**config.mk**
```make
export PLATFORM = sky130hd
export DESIGN_NAME = reader_writer_lock_table
export DESIGN_NICKNAME = d
export VERILOG_FILES = /design/src/sv/rwlt_pkg.sv /design/src/sv/rwlt_datapath.sv /design/src/sv/rwlt_ctrl.sv /design/src/sv/reader_writer_lock_table.sv
export SDC_FILE = /design/constraint.sdc
export NUM_CORES = 1
export LEC_CHECK = 0
export BUFFER_PORTS_ARGS = -buffer_cell sky130_fd_sc_hd__buf_2
export CORE_ASPECT_RATIO = 1.25
export CORE_MARGIN = 4
export CORE_UTILIZATION = 50
export CTS_CLUSTER_DIAMETER = 60
export DETAILED_ROUTE_END_ITERATION = 8
export GPL_TIMING_DRIVEN = 0
export PLACE_DENSITY = 0.66
export SLEW_MARGIN = 30
export SYNTH_ARGS = -nofsm -noshare
export SYNTH_HDL_FRONTEND = slang
export SYNTH_SLANG_ARGS = --single-unit
```
**constraint.sdc**
```tcl
create_clock -name clk -period 7.57 [get_ports clk]
set_input_delay 2.271 -clock clk [delete_from_list [all_inputs] [get_ports clk]]
set_output_delay 2.271 -clock clk [all_outputs]
set_load 0.005 [all_outputs]
```
**src/sv/rwlt_pkg.sv**
```systemverilog
// ----------------------------------------------------------------------------
// rwlt_pkg: shared types and codes for the reader/writer lock table
// Request and result codes, field widths, controller state and the
// command/status bundles between controller and datapath.
// ----------------------------------------------------------------------------
package rwlt_pkg;

  // Field widths
  localparam int REQ_W    = 3;
  localparam int KEY_W    = 16;
  localparam int CID_W    = 4;
  localparam int STATUS_W = 2;
  localparam int HELD_W   = 2;

  // Request kinds
  localparam logic [REQ_W-1:0] REQ_ACQ_READ    = 3'd0;
  localparam logic [REQ_W-1:0] REQ_ACQ_WRITE   = 3'd1;
  localparam logic [REQ_W-1:0] REQ_RELEASE     = 3'd2;
  localparam logic [REQ_W-1:0] REQ_RELEASE_ALL = 3'd3;
  localparam logic [REQ_W-1:0] REQ_QUERY       = 3'd4;

  // Result status
  localparam logic [STATUS_W-1:0] ST_OK       = 2'd0;
  localparam logic [STATUS_W-1:0] ST_CONFLICT = 2'd1;
  localparam logic [STATUS_W-1:0] ST_FULL     = 2'd2;

  // Mode held by the client
  localparam logic [HELD_W-1:0] HELD_NONE  = 2'd0;
  localparam logic [HELD_W-1:0] HELD_READ  = 2'd1;
  localparam logic [HELD_W-1:0] HELD_WRITE = 2'd2;

  // Controller states
  typedef enum logic [1:0] {
    S_IDLE,
    S_SCAN,
    S_APPLY
  } state_t;

  // Controller to datapath
  typedef struct packed {
    logic load;   // capture the request word and restart the scan
    logic scan;   // walk the table one entry a cycle
    logic apply;  // commit the decision and load the result register
  } cmd_t;

  // Datapath to controller
  typedef struct packed {
    logic scan_done;  // last entry has been compared
    logic out_free;   // result register can take a new word
  } stat_t;

endpackage

```
**src/sv/rwlt_datapath.sv**
```systemverilog
// ----------------------------------------------------------------------------
// rwlt_datapath: lock table storage, scan and decision logic
// Holds the entry memory and valid bits, walks the table one entry per cycle
// to find the record and the first free slot, drops a client from every
// entry on release all, and commits the decision into the table.
// ----------------------------------------------------------------------------
module rwlt_datapath #(
  parameter int TABLE_ENTRIES = 16,
  parameter int CLIENT_COUNT  = 16
) (
  input  logic                         clk,
  input  logic                         rst,
  input  rwlt_pkg::cmd_t               cmd,
  output rwlt_pkg::stat_t              stat,
  input  logic [rwlt_pkg::REQ_W-1:0]   in_req_type,
  input  logic [rwlt_pkg::KEY_W-1:0]   in_record_key,
  input  logic [rwlt_pkg::CID_W-1:0]   in_client_id,
  output logic                         out_valid,
  input  logic                         out_ready,
  output logic [rwlt_pkg::STATUS_W-1:0] out_status,
  output logic [rwlt_pkg::HELD_W-1:0]  out_held_type,
  output logic                         out_holds_lock
);

  localparam int IDX_W = $clog2(TABLE_ENTRIES);
  localparam logic [IDX_W-1:0] LAST_IDX = IDX_W'(TABLE_ENTRIES - 1);

  typedef logic [CLIENT_COUNT-1:0] mask_t;

  typedef struct packed {
    logic [rwlt_pkg::KEY_W-1:0] key;
    logic                       is_write;
    mask_t                      mask;
  } entry_t;

  // Request word
  logic [rwlt_pkg::REQ_W-1:0] req_type;
  logic [rwlt_pkg::KEY_W-1:0] req_key;
  logic [rwlt_pkg::CID_W-1:0] req_cid;

  // Table storage
  entry_t                   mem [TABLE_ENTRIES];
  entry_t                   rd_data;
  logic [TABLE_ENTRIES-1:0] valid_q;

  // Scan control
  logic             issuing;
  logic [IDX_W-1:0] scan_idx;
  logic             pend;
  logic [IDX_W-1:0] pend_idx;

  // Scan findings
  logic             hit_found;
  logic [IDX_W-1:0] hit_idx;
  entry_t           hit_data;
  logic             free_found;
  logic [IDX_W-1:0] free_idx;

  // Decision signals
  logic       client_ok;
  mask_t      bit_sel;
  logic       issue;
  logic       eval;
  logic       ra_drop;
  mask_t      ra_mask;
  logic       ap_we;
  logic [IDX_W-1:0] ap_idx;
  entry_t     ap_entry;
  logic       ap_set_valid;
  logic       ap_clr_valid;
  logic [rwlt_pkg::STATUS_W-1:0] res_status;
  logic [rwlt_pkg::HELD_W-1:0]   res_held;
  logic       res_holds;
  logic       holds_bit;
  logic       mem_we;
  logic [IDX_W-1:0] mem_waddr;
  entry_t     mem_wdata;

  // Client bit, zero for a client outside the mask
  assign client_ok = 32'(req_cid) < 32'(CLIENT_COUNT);
  assign bit_sel   = client_ok ? (mask_t'(1) << req_cid) : '0;

  assign issue = cmd.scan && issuing;
  assign eval  = cmd.scan && pend;

  // Capture the request word
  always_ff @(posedge clk) begin
    if (cmd.load) begin
      req_type <= in_req_type;
      req_key  <= in_record_key;
      req_cid  <= in_client_id;
    end
  end

  // Advance the scan address and the compare stage
  always_ff @(posedge clk) begin
    if (rst) begin
      issuing  <= 1'b0;
      pend     <= 1'b0;
      scan_idx <= '0;
      pend_idx <= '0;
    end else if (cmd.load) begin
      issuing  <= 1'b1;
      pend     <= 1'b0;
      scan_idx <= '0;
    end else if (issue) begin
      pend     <= 1'b1;
      pend_idx <= scan_idx;
      if (scan_idx == LAST_IDX) begin
        issuing <= 1'b0;
      end else begin
        scan_idx <= scan_idx + 1'b1;
      end
    end else begin
      pend <= 1'b0;
    end
  end

  // Track the first matching entry and the first free slot
  always_ff @(posedge clk) begin
    if (rst) begin
      hit_found  <= 1'b0;
      free_found <= 1'b0;
    end else if (cmd.load) begin
      hit_found  <= 1'b0;
      free_found <= 1'b0;
    end else if (eval) begin
      if (!hit_found && valid_q[pend_idx] && rd_data.key == req_key) begin
        hit_found <= 1'b1;
      end
      if (!free_found && !valid_q[pend_idx]) begin
        free_found <= 1'b1;
      end
    end
  end

  always_ff @(posedge clk) begin
    if (eval && !hit_found && valid_q[pend_idx] && rd_data.key == req_key) begin
      hit_idx  <= pend_idx;
      hit_data <= rd_data;
    end
    if (eval && !free_found && !valid_q[pend_idx]) begin
      free_idx <= pend_idx;
    end
  end

  // Release all: drop the client from each valid entry as it passes
  assign ra_drop = eval && req_type == rwlt_pkg::REQ_RELEASE_ALL && client_ok
                   && valid_q[pend_idx];
  assign ra_mask = rd_data.mask & ~bit_sel;

  // Decide the request from the scan findings
  always_comb begin
    ap_we        = 1'b0;
    ap_idx       = hit_idx;
    ap_entry     = hit_data;
    ap_set_valid = 1'b0;
    ap_clr_valid = 1'b0;
    res_status   = rwlt_pkg::ST_OK;
    res_held     = rwlt_pkg::HELD_NONE;
    res_holds    = 1'b0;
    holds_bit    = (hit_data.mask & bit_sel) != '0;
    case (req_type)
      rwlt_pkg::REQ_ACQ_READ, rwlt_pkg::REQ_ACQ_WRITE: begin
        if (!client_ok) begin
          res_status = rwlt_pkg::ST_CONFLICT;
        end else if (!hit_found) begin
          if (!free_found) begin
            res_status = rwlt_pkg::ST_FULL;
          end else begin
            ap_we             = 1'b1;
            ap_idx            = free_idx;
            ap_set_valid      = 1'b1;
            ap_entry.key      = req_key;
            ap_entry.is_write = req_type == rwlt_pkg::REQ_ACQ_WRITE;
            ap_entry.mask     = bit_sel;
            res_holds         = 1'b1;
          end
        end else if (req_type == rwlt_pkg::REQ_ACQ_READ) begin
          if (!hit_data.is_write || holds_bit) begin
            ap_we             = 1'b1;
            ap_entry.is_write = 1'b0;
            ap_entry.mask     = hit_data.mask | bit_sel;
            res_holds         = 1'b1;
          end else begin
            res_status = rwlt_pkg::ST_CONFLICT;
          end
        end else begin
          if (hit_data.is_write && holds_bit) begin
            ap_we         = 1'b1;
            ap_entry.mask = bit_sel;
            res_holds     = 1'b1;
          end else begin
            res_status = rwlt_pkg::ST_CONFLICT;
            res_holds  = holds_bit;
          end
        end
      end
      rwlt_pkg::REQ_RELEASE: begin
        if (hit_found && client_ok) begin
          ap_we         = 1'b1;
          ap_entry.mask = hit_data.mask & ~bit_sel;
          ap_clr_valid  = (hit_data.mask & ~bit_sel) == '0;
        end
      end
      rwlt_pkg::REQ_QUERY: begin
        if (hit_found && holds_bit) begin
          res_held  = hit_data.is_write ? rwlt_pkg::HELD_WRITE : rwlt_pkg::HELD_READ;
          res_holds = 1'b1;
        end
      end
      default: begin
        // release all finished during the scan; unknown kinds change nothing
      end
    endcase
  end

  // Select the table write: scan-time drop or final commit
  always_comb begin
    if (ra_drop) begin
      mem_we    = 1'b1;
      mem_waddr = pend_idx;
      mem_wdata = '{key: rd_data.key, is_write: rd_data.is_write, mask: ra_mask};
    end else begin
      mem_we    = cmd.apply && ap_we;
      mem_waddr = ap_idx;
      mem_wdata = ap_entry;
    end
  end

  // Entry memory: one write port, one registered read port
  always_ff @(posedge clk) begin
    if (mem_we) begin
      mem[mem_waddr] <= mem_wdata;
    end
    if (issue) begin
      rd_data <= mem[scan_idx];
    end
  end

  // Valid bits
  always_ff @(posedge clk) begin
    if (rst) begin
      valid_q <= '0;
    end else if (ra_drop) begin
      if (ra_mask == '0) begin
        valid_q[pend_idx] <= 1'b0;
      end
    end else if (cmd.apply) begin
      if (ap_set_valid) begin
        valid_q[ap_idx] <= 1'b1;
      end else if (ap_clr_valid) begin
        valid_q[ap_idx] <= 1'b0;
      end
    end
  end

  // Result register
  always_ff @(posedge clk) begin
    if (rst) begin
      out_valid <= 1'b0;
    end else if (cmd.apply) begin
      out_valid <= 1'b1;
    end else if (out_ready) begin
      out_valid <= 1'b0;
    end
  end

  always_ff @(posedge clk) begin
    if (cmd.apply) begin
      out_status     <= res_status;
      out_held_type  <= res_held;
      out_holds_lock <= res_holds;
    end
  end

  assign stat.scan_done = eval && pend_idx == LAST_IDX;
  assign stat.out_free  = !out_valid || out_ready;

endmodule

```
**src/sv/rwlt_ctrl.sv**
```systemverilog
// ----------------------------------------------------------------------------
// rwlt_ctrl: request sequencer for the lock table
// Accepts one request, runs the table scan, then commits the decision once
// the result register is free.
// ----------------------------------------------------------------------------
module rwlt_ctrl (
  input  logic            clk,
  input  logic            rst,
  input  logic            in_valid,
  output logic            in_ready,
  input  rwlt_pkg::stat_t stat,
  output rwlt_pkg::cmd_t  cmd
);

  rwlt_pkg::state_t state;
  rwlt_pkg::state_t state_next;

  // Hold the state
  always_ff @(posedge clk) begin
    if (rst) begin
      state <= rwlt_pkg::S_IDLE;
    end else begin
      state <= state_next;
    end
  end

  // Next state
  always_comb begin
    state_next = state;
    case (state)
      rwlt_pkg::S_IDLE: begin
        if (in_valid) begin
          state_next = rwlt_pkg::S_SCAN;
        end
      end
      rwlt_pkg::S_SCAN: begin
        if (stat.scan_done) begin
          state_next = rwlt_pkg::S_APPLY;
        end
      end
      rwlt_pkg::S_APPLY: begin
        if (stat.out_free) begin
          state_next = rwlt_pkg::S_IDLE;
        end
      end
      default: begin
        state_next = rwlt_pkg::S_IDLE;
      end
    endcase
  end

  // Commands
  always_comb begin
    in_ready  = 1'b0;
    cmd       = '0;
    case (state)
      rwlt_pkg::S_IDLE: begin
        in_ready = 1'b1;
        cmd.load = in_valid;
      end
      rwlt_pkg::S_SCAN: begin
        cmd.scan = 1'b1;
      end
      rwlt_pkg::S_APPLY: begin
        cmd.apply = stat.out_free;
      end
      default: begin
        in_ready = 1'b0;
      end
    endcase
  end

endmodule

```
**src/sv/reader_writer_lock_table.sv**
```systemverilog
// ----------------------------------------------------------------------------
// reader_writer_lock_table: record lock table with read and write modes
// Grants, refuses and releases per-client locks on 16-bit record numbers.
// ----------------------------------------------------------------------------
//  channel  dir  handshake          payload
//  s_*      in   s_tvalid/s_tready  tuser: req_type; tdata: record_key, client_id
//  m_*      out  m_tvalid/m_tready  tdata: status, held_type, holds_lock
//
//  After a request is accepted, the table is walked one entry per cycle through
//  the single read port of the entry memory, the last entry is then compared,
//  and the decision is committed into the table and the result register. A
//  new request is taken only once the previous one has been committed.
//  Reset clears all valid bits at once; no clearing pass is needed.
//  A stalled result word holds in the output register; the next request is
//  taken meanwhile and its commit waits until that register is free.
// ----------------------------------------------------------------------------
module reader_writer_lock_table #(
  parameter int TABLE_ENTRIES = 16,
  parameter int CLIENT_COUNT  = 16
) (
  input  logic        clk,
  input  logic        rst,
  input  logic        s_tvalid,
  output logic        s_tready,
  input  logic [23:0] s_tdata,   // [15:0] record_key, [19:16] client_id, rest zero
  input  logic [2:0]  s_tuser,   // [2:0] req_type
  output logic        m_tvalid,
  input  logic        m_tready,
  output logic [7:0]  m_tdata    // [1:0] status, [3:2] held_type, [4] holds_lock
);

  rwlt_pkg::cmd_t  cmd;
  rwlt_pkg::stat_t stat;

  logic [rwlt_pkg::STATUS_W-1:0] status;
  logic [rwlt_pkg::HELD_W-1:0]   held_type;
  logic                          holds_lock;

  rwlt_ctrl u_ctrl (
    .clk      (clk),
    .rst      (rst),
    .in_valid (s_tvalid),
    .in_ready (s_tready),
    .stat     (stat),
    .cmd      (cmd)
  );

  rwlt_datapath #(
    .TABLE_ENTRIES (TABLE_ENTRIES),
    .CLIENT_COUNT  (CLIENT_COUNT)
  ) u_datapath (
    .clk            (clk),
    .rst            (rst),
    .cmd            (cmd),
    .stat           (stat),
    .in_req_type    (s_tuser),
    .in_record_key  (s_tdata[15:0]),
    .in_client_id   (s_tdata[19:16]),
    .out_valid      (m_tvalid),
    .out_ready      (m_tready),
    .out_status     (status),
    .out_held_type  (held_type),
    .out_holds_lock (holds_lock)
  );

  // Pack the result word
  assign m_tdata = {3'b000, holds_lock, held_type, status};

endmodule
```
Yosys cells after proc, flatten, opt, wreduce, memory -nomap -nowiden --
Memory sizes are Yosys's and may differ from the RTL's. A register that Yosys moved wholly into a read port is not among the register bits. Cells that the tools add are included.
Cells by class: shifts and indexed selects 1, div/mod/pow operators 0, bitwise gates (word level) 12, mux-type cells 65, add/sub/neg operators 1, multiply operators 0, order comparisons 4, equal/unequal tests 13, reduce and logical (&&, ||, !) cells 45
Operator list (count):
- 2-to-1 mux 16 bit | 9
- AND 16 bit | 5
- 2-to-1 mux 33 bit | 2
- 2-to-1 mux 17 bit | 3
- NOT 16 bit | 3
- 2-to-1 mux 1 bit | 33
- zero test 16 bit | 2
- OR 16 bit | 2
- one-hot mux 16 bit (2 select lines) | 1
- logical AND 1 bit | 18
- == test 16 bit | 1
- 2-to-1 mux 4 bit | 4
- nonzero test 16 bit | 1
- << shifter 1 x 4 -> 16 bit (first input constant) | 1
- 2-to-1 mux 2 bit | 7
- AND reduction 2 bit | 6
- < comparator 4 x 5 -> 1 bit (second input constant) | 2
- demux 1 bit (select 4 bit) | 2
- == test 4 bit (second input constant) | 2
- greater-or-equal comparator 4 x 1 -> 1 bit (second input constant) | 2
- nonzero test 2 bit | 4
- == test 3 x 2 -> 1 bit (second input constant) | 2
- != test 2 bit (second input constant) | 3
- one-hot mux 2 bit (3 select lines) | 1
- 16 further kinds | 25
Storage, ports and cells: input bits 31, memory bits (read-only) 0, output and inout port bits 10, memories kept 1, flip-flop bits (word level) 100, logic and storage cells 162, latch bits 0, bits in writable memories 528
Memory list:
- u_datapath.mem | depth 16, bits a word 33, read ports 1, clocked after Yosys merged registers in 1, wr ports 1, line rwlt_datapath.sv:42 | entry_t mem [TABLE_ENTRIES];

Depth between registers and ports, before layout --
Gate-level depths: netlist (run 1).
depth in word-level cells 13, depth in mapped cells 11, depth with buffers taken out 7

Cells and area by module --
A second synthesis (run 1) with hierarchy kept.
Second synthesis, totals: cells, all modules 1545, area, all modules 27558.9 um2
Modules (own cells, without submodules):
- rwlt_datapath | times used 1, cells an instance 1528, seq. area each 19498.7 um2, area an instance 27413.8 um2
- rwlt_ctrl | times used 1, cells an instance 12, seq. area each 40.0 um2, area an instance 111.4 um2
- reader_writer_lock_table | times used 1, cells an instance 5, seq. area each 0.0 um2, area an instance 33.8 um2

Worst setup path before layout (run 1) --
No wires, ideal clock.
path type input to register, start point in m_tready, end point mem u_datapath.mem[6][0] in the netlist's numbering, enable pin, data arrival time 5.527 ns, setup slack 1.578 ns, data required time 7.106 ns, cell stages on the path 5, buffers on the path 1, setup time 0.464 ns, path through nand2b_1 nand2_1 o41a_1 buf_2 nor3_1
On the way: cells in the longest elaborated chain, start to end 6
Ends and longest elaborated chain:
- start: declaration | line reader_writer_lock_table.sv:28 | input logic m_tready,
- logical OR 1 bit | line rwlt_datapath.sv:278 | assign stat.out_free = !out_valid || out_ready;
- 2-to-1 mux 1 bit | line rwlt_ctrl.sv:56 | case (state)
- logical AND 1 bit | line rwlt_datapath.sv:225 | mem_we = cmd.apply && ap_we;
- 2-to-1 mux 1 bit | line rwlt_datapath.sv:220 | if (ra_drop) begin
- 2-to-1 mux 1 bit | line rwlt_datapath.sv:233 | if (mem_we) begin
- 2-to-1 mux 1 bit (not written as such) | line rwlt_datapath.sv:234 | mem[mem_waddr] <= mem_wdata;
- end: declaration | line rwlt_datapath.sv:42
No other way between the ends.

Worst setup path in the final report (run 1) --
start point in m_tready, end point mem u_datapath.mem[13][5] in the netlist's numbering, enable pin
Same word-level chain as after synthesis.

==> reports/qor.csv, run 1 <==
metric;value;unit
status;completed;
core_area;0.05501;sq mm
min_path_cells;0;
cts_tree;yes;
holdBufCountCts;0;
place.gp.congestion;0.9839;
netlist_instances;1593;
grt_pass1_wl;109200;microns
viasPerCell;6.361;
cts_made_buffers;67;
synth.area.top_cells;edfxtp_1 68%, mux4_2 14%, dfxtp_1 2.2%, nand2_1 1.3%, a21oi_1 1.2%;
slowest_delay;0.65;ns
drive_gt1_frac;0.2755;
yosysSeqAreaShare;0.7025;
yosys-top-cells-count;630 x edfxtp_1, 167 x mux4_2, 98 x nand2_1;
final_core_util;0.5835;
busiest_layer;met2;
endpoint;u_datapath.mem[13][5];
whs;0.4731;ns
ff2ff_setup_slack;2.98;ns
finalCriticalPeriod;4.711;ns
setup.worst_path.class;in -> reg;
num_antenna_cells;0;
r2r_start;u_datapath.pend_idx[1];
regToRegEndpoint;u_datapath.mem[13][5];
start_kind;input port;
rr_worst_depth;13;
die_area;0.05949;sq mm
setup_tns;0;ns
grt_pass1_vias;16430;
fin_crit_sh;0.6223;
hpwl;51170;microns
io_pins;41;
postPlaceCellArea;0.02990;sq mm
cp_slowest_cell;o41a_1;
cts.path.max_buffers;3;
path_delay_family;buffers and inverters;
fin_nets;1841;
synth_edf_count;630;
avgSynthCellArea;17.46;sq um
yosysMostFrequentCell;edfxtp_1;
die_x;219.0;microns
critPathArrivalTime;5.02;ns
slew_headroom;0.3114;
slew_viol_final;0;
cp_num_buf_inv;5;
start_util;0.5056;
finClkSkew;0.02033;ns
wire_per_inst;28.61;microns
async_flop_share;0;
worst_pin_slew;1.033;ns
hold_viol;0;
power;7448;uW
cts_root_buffer;clkbuf_16;
portBuffers;33;
finalSetupViolCount;0;
synth-seq-cells;661;
drcViolationCount;0;
cts.sink_count;661;
startpoint;m_tready;
grt_max_degree;25;
cts_setup_buffers;0;
stdcell_area;0.03210;sq mm
cp_num_cells;9;
crit_fanout;10;
ys_warn_count;0;
wl;74100;microns
yosys.area.top_type;edfxtp_1;
htree_levels;3;
ys.flop_type;edfxtp_1;
clock_latency;0.61;ns
rows;96;
hold_path.class;reg -> reg;
max_freq;212.3;MHz
ir_worst_vdd;0.1858;mV
synth_top_cell_area_share;0.6802;
gr-total-overflow;0;
use_met2;0.4212;
layout-area-overhead-vs-synth;15.41;%
grt.met1_usage;0.3419;
maxCapViolCount;0;
initialDrtViolationCount;2129;
die_y;271.7;microns
ys_types;73;
detail-route-antenna-nets;0;
routed-via-count;16480;
critPathCaptureType;flip-flop;
first_pass_iters;7;
cts-resized-gates;0;
cp_common_cell;buf_4;
p_leak;0.01006;uW
clk_pin_slew;0.06;ns
antenna_found_initial;0;
required;7.88;ns
worstPathCellList;buf_2, nand2b_1, nand2_1, o41a_1, buf_2, nor3_2, buf_4, buf_4, buf_4;
grt_use_total;0.2512;
grt_setup_unrepaired;false;
use_met3;0.03146;
syn_area;0.02781;sq mm
power.density;232.0;mW/mm^2
flip-flops by register name (all words and copies together) (netlist names), 3 cells and up, named ones only:
register and cells:
u_datapath.mem 528, u_datapath.hit_data 33, u_datapath.rd_data 33, u_datapath.req_key 16, u_datapath.free_idx 4, u_datapath.hit_idx 4, u_datapath.pend_idx 4, u_datapath.req_cid 4
u_datapath.scan_idx 4, u_datapath.req_type 3
worst min path at each step:
| stage | slack [ns] | start | endpoint |
|---|---|---|---|
| 6_report | 0.47 | u_datapath.pend_idx[2] | u_datapath.hit_idx[2] |
| 5_1_grt | 0.48 | u_datapath.pend_idx[3] | u_datapath.hit_idx[3] |
| 4_1_cts | 0.46 | u_datapath.pend_idx[3] | u_datapath.free_idx[3] |
| 3_5_place_dp | 0.45 | u_datapath.pend_idx[3] | u_datapath.free_idx[3] |
| 3_3_place_gp | 0.43 | u_datapath.pend_idx[3] | u_datapath.hit_idx[3] |
| 2_1_floorplan | 0.42 | u_datapath.pend_idx[3] | u_datapath.free_idx[3] |
area by class of cell:
type,count,area [sq um]
Inverter,26,98.84
Fill cell,4175,22910
Clock buffer,82,1764
Multi-Input combinational cell,797,7883
Tap cell,735,919.6
Clock inverter,33,359.1
Timing Repair Buffer,145,1016
Buffer,111,520.5
Sequential cell,661,19540
through the flow:
stage	setup WS, ns	instances
CTS	2.903	2589
global route	2.765	2590
detailed placement	2.290	2474
global placement	-2.288	2363
finish	2.859	2590
floorplan	1.578	1595
cells in the final DEF (no fill, tap or decap), types with 10 or more instances in the layout:
cell type	count
clkinv_1	11
mux2i_1	30
xnor2_1	15
edfxtp_1	630
clkbuf_16	68
buf_4	107
o21ai_2	13
nand3b_1	16
buf_2	66
o22ai_1	18
dfxtp_1	31
clkbuf_1	67
nor2_1	60
o21ai_0	34
nand2_1	98
mux2_2	11
mux4_2	167
nor3_1	13
a2111o_1	12
nor3_2	16
a21oi_1	69
o22a_1	10
nand4_1	11
a31oi_1	15
buf_1	13
nand3_1	35
inv_1	25
kinds of logic after synthesis:
group	synth area share
flops	0.7025
simple gates	0.06023
compound gates	0.05933
mux	0.1505
buf+inv	0.02155
xor+xnor	0.005353
fa+ha+maj	0.0004498
other cells	0.0001348
worst reg2reg max path: cells and delay by family, from the launching register on:
| family | cells | cell delay [ns] |
|---|---|---|
| buffers and inverters | 7 | 1.73 |
| muxes | 2 | 0.70 |
| AOI/OAI and AO/OA | 3 | 0.87 |
| and+or+nand+nor | 1 | 0.60 |
| DFF | 1 | 0.37 |
where the power goes:
part           total, uW  leakage, uW  switching, uW  internal, uW
clock               3250      0.00104           1380          1870
combinational        203      0.00308            124          78.7
sequential          3990      0.00594           15.1          3980
metal layers:
layer | part of all wire | vias to the layer above
li1 | - | 6962
met1 | 0.40 | 8562
met2 | 0.50 | 798
met3 | 0.069 | 154
met4 | 0.033 | 0
met5 | 0 | -
Note: power is estimated with default switching activity, not from simulation.
==> inputs of run 2 (changes only) <==
--- a/config.mk
+++ b/config.mk
@@ -12,7 +12,7 @@
 export CTS_CLUSTER_DIAMETER = 60
 export DETAILED_ROUTE_END_ITERATION = 8
 export GPL_TIMING_DRIVEN = 0
-export PLACE_DENSITY = 0.66
+export PLACE_DENSITY = 0.68
 export SLEW_MARGIN = 30
 export SYNTH_ARGS = -nofsm -noshare
 export SYNTH_HDL_FRONTEND = slang
==> constraint.sdc (replaced) <==
create_clock -name clk -period 4.3 [get_ports clk]
set_input_delay 1.29 -clock clk [delete_from_list [all_inputs] [get_ports clk]]
set_output_delay 1.29 -clock clk [all_outputs]
set_load 0.005 [all_outputs]
==> run 2 against run 1 <==
Against the previous run: global-route usage grew 0.24 points; wire length grew 1.6%; power grew 77%; sequential share of layout area shrank 0.25 points; combinational power grew 76%.
==> reports/qor.csv, run 2 (same netlist as run 1, synthesis figures left out) <==
metric;value;unit;change
finalSetupViolCount;0;;unchanged
die_y;271.7;microns;unchanged
die_x;219.0;microns;unchanged
power.density;408.5;mW/mm^2;was 232.0 mW/mm^2
drcViolationCount;0;;unchanged
portBuffers;33;;unchanged
htree_levels;3;;unchanged
grt_pass1_wl;111100;microns;was 109200 microns
wire_per_inst;29.14;microns;was 28.61 microns
gr-total-overflow;0;;unchanged
power_frac_comb;0.027;;about the same
grt_setup_unrepaired;false;;unchanged
critPathArrivalTime;4.48;ns;was 5.02 ns
dp_slack;-0.1750;ns;was 2.290 ns
clock_latency;0.61;ns;about the same
slew_headroom;0.2758;;was 0.3114
wl;75270;microns;was 74100 microns
cp_common_cell;buf_4;;unchanged
cts.path.max_buffers;3;;unchanged
rows;96;;unchanged
start_util;0.5056;;unchanged
grt_pass1_vias;16530;;was 16430
worstPathCellList;buf_6, buf_2, nor4b_2, o21ai_0, o211a_1, buf_2, and3_1, buf_2, o41a_4, buf_4, nor3_4, buf_4, buf_4, buf_4, buf_4;;was buf_2, nand2b_1, nand2_1, o41a_1, buf_2, nor3_2, buf_4, buf_4, buf_4
num_antenna_cells;0;;unchanged
place.gp.congestion;0.9420;;was 0.9839
cp_slowest_cell;o41a_4;;was o41a_1
largest_register_ffs;528;;unchanged
detail-route-antenna-nets;0;;unchanged
final_cell_mix;630 x edfxtp_1, 167 x mux4_2, 98 x nand2_1;;was 630 x edfxtp_1, 167 x mux4_2, 107 x buf_4
hold_path.class;reg -> reg;;unchanged
slew_viol_final;0;;unchanged
cts_made_buffers;67;;unchanged
max_freq;238.7;MHz;
die_area;0.05949;sq mm;unchanged
regMostFlops;u_datapath.mem;;unchanged
ir_worst_vdd;0.2773;mV;was 0.1858 mV
first_pass_iters;8;;was 7
status;completed;;unchanged
initialDrtViolationCount;2037;;was 2129
grt_use_total;0.2536;;was 0.2512
layout-area-overhead-vs-synth;15.88;%;was 15.41%
required;4.59;ns;was 7.88 ns
finalCriticalPeriod;4.189;ns;
slowest_delay;0.53;ns;was 0.65 ns
setup_tns;0;ns;unchanged
p_clk_frac;0.439;;was 0.437
maxCapViolCount;0;;unchanged
cts.sink_count;661;;unchanged
start_kind;flip-flop;;was input port
core_area;0.05501;sq mm;unchanged
cts_setup_buffers;0;;unchanged
sequentialPowerShare;0.534;;was 0.536
whs;0.4530;ns;was 0.4731 ns
swShare;0.2038;;was 0.2036
fin_crit_sh;0.9742;;
worst_pin_slew;1.080;ns;was 1.033 ns
layout_setup_ws;0.1110;ns;was 2.859 ns
viasPerCell;6.473;;was 6.361
internal_power;10480;uW;was 5932 uW
finClkSkew;0.02833;ns;was 0.02033 ns
reg_top3;u_datapath.mem x528, u_datapath.hit_data x33, u_datapath.rd_data x33;;unchanged
hold_viol;0;;unchanged
p_leak;0.01009;uW;was 0.01006 uW
antenna_found_initial;0;;unchanged
power_switching;2683;uW;was 1517 uW
hpwl;51210;microns;was 51170 microns
cts_tree;yes;;unchanged
grt_max_degree;25;;unchanged
io_pins;41;;unchanged
setup.worst_path.class;reg -> reg;;was in -> reg
cts_root_buffer;clkbuf_16;;unchanged
drive_gt1_frac;0.2819;;was 0.2755
layout_commonest_cell;edfxtp_1;;unchanged
fin_nets;1835;;was 1841
crit_fanout;10;;unchanged
routed-via-count;16720;;was 16480
clk_pin_slew;0.06;ns;about the same
critPathCaptureType;flip-flop;;unchanged
## run 2: worst max-delay path, delay by kind of cell (launching register included)
kind | cells | cell delay (ns)
buffers and inverters | 9 | 1.85
AOI/OAI and AO/OA | 3 | 0.83
and+or+nand+nor | 3 | 0.74
DFF | 1 | 0.46
## run 2: metal layers
metal / vias up / track usage / wire length [microns]
li1: 6928 / - / -
met1: 8677 / 0.3430 / 28740
met2: 961 / 0.4232 / 38130
met3: 153 / 0.04579 / 6089
met4: 0 / 0.07852 / 2308
met5: - / 0 / 0
## run 2: repair_timing
action | 4_1_cts | 5_1_grt
resized for setup | 7 | 6
setup endpoints to repair | 61 | 97
endpoints found under the hold margin | 0 | 0
hold buffers | 0 | 0
## run 2: area by class of cell
class	instances	area (sq um)
buffer	111	524.3
clock buffer	82	1753
clock inverter	32	390.4
fill	4135	22780
inverter	26	98.84
multi-input combinational	797	7981
sequential	661	19540
tap	735	919.6
timing repair buffer	139	1025
## run 2: power by group through the flow
| stage | combinational, uW | sequential (uW) | clock [uW] |
|---|---|---|---|
| after global routing | 380 | 7030 | 6140 |
| final | 358 | 7030 | 5780 |
| after CTS | 352 | 7030 | 5860 |
| after detailed placement | 351 | 7170 | 0 |
| after global placement | 340 | 7170 | 0 |
| after floorplan | 231 | 7150 | 0 |
## run 2: worst paths after layout
check | from | to | slack, ns | depth (start not counted)
min | u_datapath.rd_data[16] | u_datapath.hit_data[16] | 0.45 | 0
min reg2reg | u_datapath.rd_data[16] | u_datapath.hit_data[16] | 0.45 | 0
max | u_datapath.req_cid[2] | u_datapath.mem[4][12] | 0.11 | 15
max reg2reg | u_datapath.req_cid[2] | u_datapath.mem[4][12] | 0.11 | 15
## run 2: per-stage QoR
step	utilization	cell area (sq um)	instances	total power (uW)
floorplan	-	27830	1595	7386
global placement	0.5256	28910	2363	7508
detailed placement	0.5439	29920	2468	7518
CTS	0.5836	32100	2582	13240
global route	0.5859	32230	2583	13550
finish	0.5859	32230	2583	13170
==> inputs of run 3 (changes only) <==
--- a/config.mk
+++ b/config.mk
@@ -13,7 +13,7 @@
 export DETAILED_ROUTE_END_ITERATION = 8
 export GPL_TIMING_DRIVEN = 0
 export PLACE_DENSITY = 0.68
-export SLEW_MARGIN = 30
+export SLEW_MARGIN = 20
 export SYNTH_ARGS = -nofsm -noshare
 export SYNTH_HDL_FRONTEND = slang
 export SYNTH_SLANG_ARGS = --single-unit
==> constraint.sdc (replaced) <==
create_clock -name clk -period 4.3 [get_ports clk]
set_input_delay 0.43 -clock clk [delete_from_list [all_inputs] [get_ports clk]]
set_output_delay 0.43 -clock clk [all_outputs]
set_load 0.005 [all_outputs]
==> run 3 against run 2 <==
Against the previous run: the flow now finishes with violations (design-rule violations); register-to-register slack got worse by 0.08 ns; die area did not move; fmax fell by 1.9%; critical path depth fell by 3; first-iteration DRC count rose by 3.8%; critical endpoint is now u_datapath.mem[11][13]; largest cell class unchanged; highest routed layer unchanged.
==> reports/qor.csv, run 3 (same netlist as run 1, synthesis figures left out) <==
metric;value;unit;change
finalSetupViolCount;0;;unchanged
htree_levels;3;;unchanged
cts_made_buffers;66;;was 67
cp_common_cell;buf_2;;was buf_4
hold_start;s_tdata[2];;was u_datapath.rd_data[16]
antenna_found_initial;0;;unchanged
setup.worst_path.class;reg -> reg;;unchanged
maxCapViolCount;0;;unchanged
grt_pass1_wl;111000;microns;was 111100 microns
regMostFlops;u_datapath.mem;;unchanged
min_path_cells;1;;was 0
sequentialPowerShare;0.535;;was 0.534
rows;96;;unchanged
power.density;404.7;mW/mm^2;was 408.5 mW/mm^2
layout-area-overhead-vs-synth;16.68;%;was 15.88%
die_area;0.05949;sq mm;unchanged
cts_tree;yes;;unchanged
io_pins;41;;unchanged
cts.sink_count;661;;unchanged
setup_tns;0;ns;unchanged
cp_slowest_cell;nor3_2;;was o41a_4
status;finished, violations left;;was completed
power;13130;uW;was 13170 uW
dp_cells;2452;;was 2468
clk_pin_slew;0.06;ns;about the same
clock_latency;0.62;ns;was 0.61 ns
gr-total-overflow;0;;unchanged
hpwl;51280;microns;was 51210 microns
die_y;271.7;microns;unchanged
die_x;219.0;microns;unchanged
r2r_start;u_datapath.req_cid[2];;unchanged
holdPathEnd;u_datapath.req_key[2];;was u_datapath.hit_data[16]
wire_per_inst;28.91;microns;was 29.14 microns
path_delay_family;simple AND/OR/NAND/NOR gates;;was buffers and inverters
finClkSkew;0.02019;ns;was 0.02833 ns
ir_worst_vdd;0.3371;mV;was 0.2773 mV
required;4.61;ns;was 4.59 ns
cts.path.max_buffers;3;;unchanged
detail-route-antenna-nets;0;;unchanged
critPathCaptureType;flip-flop;;unchanged
ff2ff_setup_slack;0.03;ns;was 0.11 ns
critPathArrivalTime;4.58;ns;was 4.48 ns
fin_crit_sh;0.9926;;was 0.9742
portBuffers;33;;unchanged
final_cell_mix;630 x edfxtp_1, 167 x mux4_2, 98 x nand2_1;;unchanged
cts_root_buffer;clkbuf_16;;unchanged
p_clk_frac;0.437;;was 0.439
first_pass_iters;9;;was 8
violations;design-rule violations;;
worst_pin_slew;1.104;ns;was 1.080 ns
start_kind;flip-flop;;unchanged
slew_headroom;0.2590;;was 0.2758
hold_path.class;in -> reg;;was reg -> reg
grt_pass1_vias;16670;;was 16530
use_met2;0.4248;;was 0.4232
internal_power;10370;uW;was 10480 uW
viasPerCell;6.410;;was 6.473
num_antenna_cells;0;;unchanged
slowest_delay;0.75;ns;was 0.53 ns
final_cell_count_no_fill;2614;;was 2583
grt_use_total;0.2537;;was 0.2536
finalCriticalPeriod;4.268;ns;was 4.189 ns
dp_slack;-0.2717;ns;was -0.1750 ns
cp_num_buf_inv;6;;was 9
hold_viol;0;;unchanged
core_area;0.05501;sq mm;unchanged
regToRegEndpoint;u_datapath.mem[11][13];;was u_datapath.mem[4][12]
use_met3;0.03650;;was 0.04579
wl;75580;microns;was 75270 microns
power_frac_comb;0.028;;was 0.027
drive_gt1_frac;0.2650;;was 0.2819
worstPathCellList;buf_6, buf_2, nor4b_1, o21ai_0, o211a_1, buf_2, and3_1, buf_2, o41a_2, nor3_2, buf_4, buf_4;;was buf_6, buf_2, nor4b_2, o21ai_0, o211a_1, buf_2, and3_1, buf_2, o41a_4, buf_4, nor3_4, buf_4, buf_4, buf_4, buf_4
slew_viol_final;0;;unchanged
grt_max_degree;25;;unchanged
place.gp.congestion;0.9420;;unchanged
layout_commonest_cell;edfxtp_1;;unchanged
routed-via-count;16760;;was 16720
rr_worst_depth;12;;was 15
busiest_layer;met2;;unchanged
power_switching;2761;uW;was 2683 uW
grt_setup_unrepaired;true;;was false
max_freq;234.3;MHz;was 238.7 MHz
layout_setup_ws;0.03177;ns;was 0.1110 ns
initialDrtViolationCount;2114;;was 2037
start_util;0.5056;;unchanged
grt.met1_usage;0.3417;;was 0.3430
swShare;0.2102;;was 0.2038
largest_register_ffs;528;;unchanged
crit_fanout;10;;unchanged
fin_nets;1858;;was 1835
p_leak;0.01021;uW;was 0.01009 uW
drcViolationCount;2;;was 0
cp_num_cells;12;;was 15
reg_top3;u_datapath.mem x528, u_datapath.hit_data x33, u_datapath.rd_data x33;;unchanged
run 3: cell count changes in the layout (fill, tap and decap cells not counted), moves of 7 or more:
| cell | before | now |
|---|---|---|
| buf_6 | 20 | 30 |
| buf_2 | 60 | 52 |
| clkinv_1 | 5 | 15 |
| o21ai_1 | 2 | 17 |
| buf_4 | 96 | 89 |
| o21ai_2 | 16 | 1 |
| dlygate4sd3_1 | 0 | 21 |
run 3: what timing repair did:
item | 4_1_cts | 5_1_grt
setup endpoints to repair | 131 | 103
pin swaps | 7 | 3
endpoints found under the hold margin | 21 | 0
gates cloned | 0 | 0
resized for setup | 9 | 6
hold buffers | 21 | 0
setup buffers | 11 | 7
run 3: routing by layer:
metal / vias to the layer above / part of all wire
li1: 6989 / -
met1: 8622 / 0.38
met2: 953 / 0.51
met3: 191 / 0.081
met4: 0 / 0.035
met5: - / 0
run 3: cell type report:
| class | instances | area [sq um] |
|---|---|---|
| fillers | 4100 | 22560 |
| clock inverters | 42 | 434.2 |
| plain buffers | 111 | 519.2 |
| flip-flops and latches | 661 | 19540 |
| clock buffers | 79 | 1722 |
| multi-input cells | 797 | 7925 |
| well taps | 735 | 919.6 |
| inverters | 26 | 98.84 |
| repair buffers | 163 | 1297 |
run 3: worst max-delay path by stage:
stage	startpoint	to	slack, ns
floorplan	u_datapath.req_cid[2]	u_datapath.mem[6][0]	-0.77
global placement	u_datapath.req_cid[2]	u_datapath.mem[9][13]	-4.53
detailed placement	u_datapath.req_cid[2]	u_datapath.mem[15][13]	-0.27
CTS	u_datapath.req_cid[2]	u_datapath.mem[12][13]	0.01
global route	u_datapath.req_cid[2]	u_datapath.mem[11][13]	-0.004
finish	u_datapath.req_cid[2]	u_datapath.mem[11][13]	0.03
run 3: stage by stage:
step	utilization	instance area (sq um)	hold WS (ns)
2_1_floorplan	-	27830	0.4237
3_3_place_gp	0.5256	28910	0.4313
3_5_place_dp	0.5418	29810	0.4421
4_1_cts	0.5873	32310	0.007234
5_1_grt	0.5900	32450	0.02572
6_report	0.5900	32450	0.03048
run 3: power groups by stage:
| stage | logic (uW) | registers (uW) | clock network [uW] |
|---|---|---|---|
| floorplan | 231 | 7150 | 0 |
| global placement | 340 | 7170 | 0 |
| detailed placement | 349 | 7170 | 0 |
| CTS | 366 | 7030 | 5810 |
| global route | 392 | 7030 | 6100 |
| finish | 370 | 7030 | 5730 |
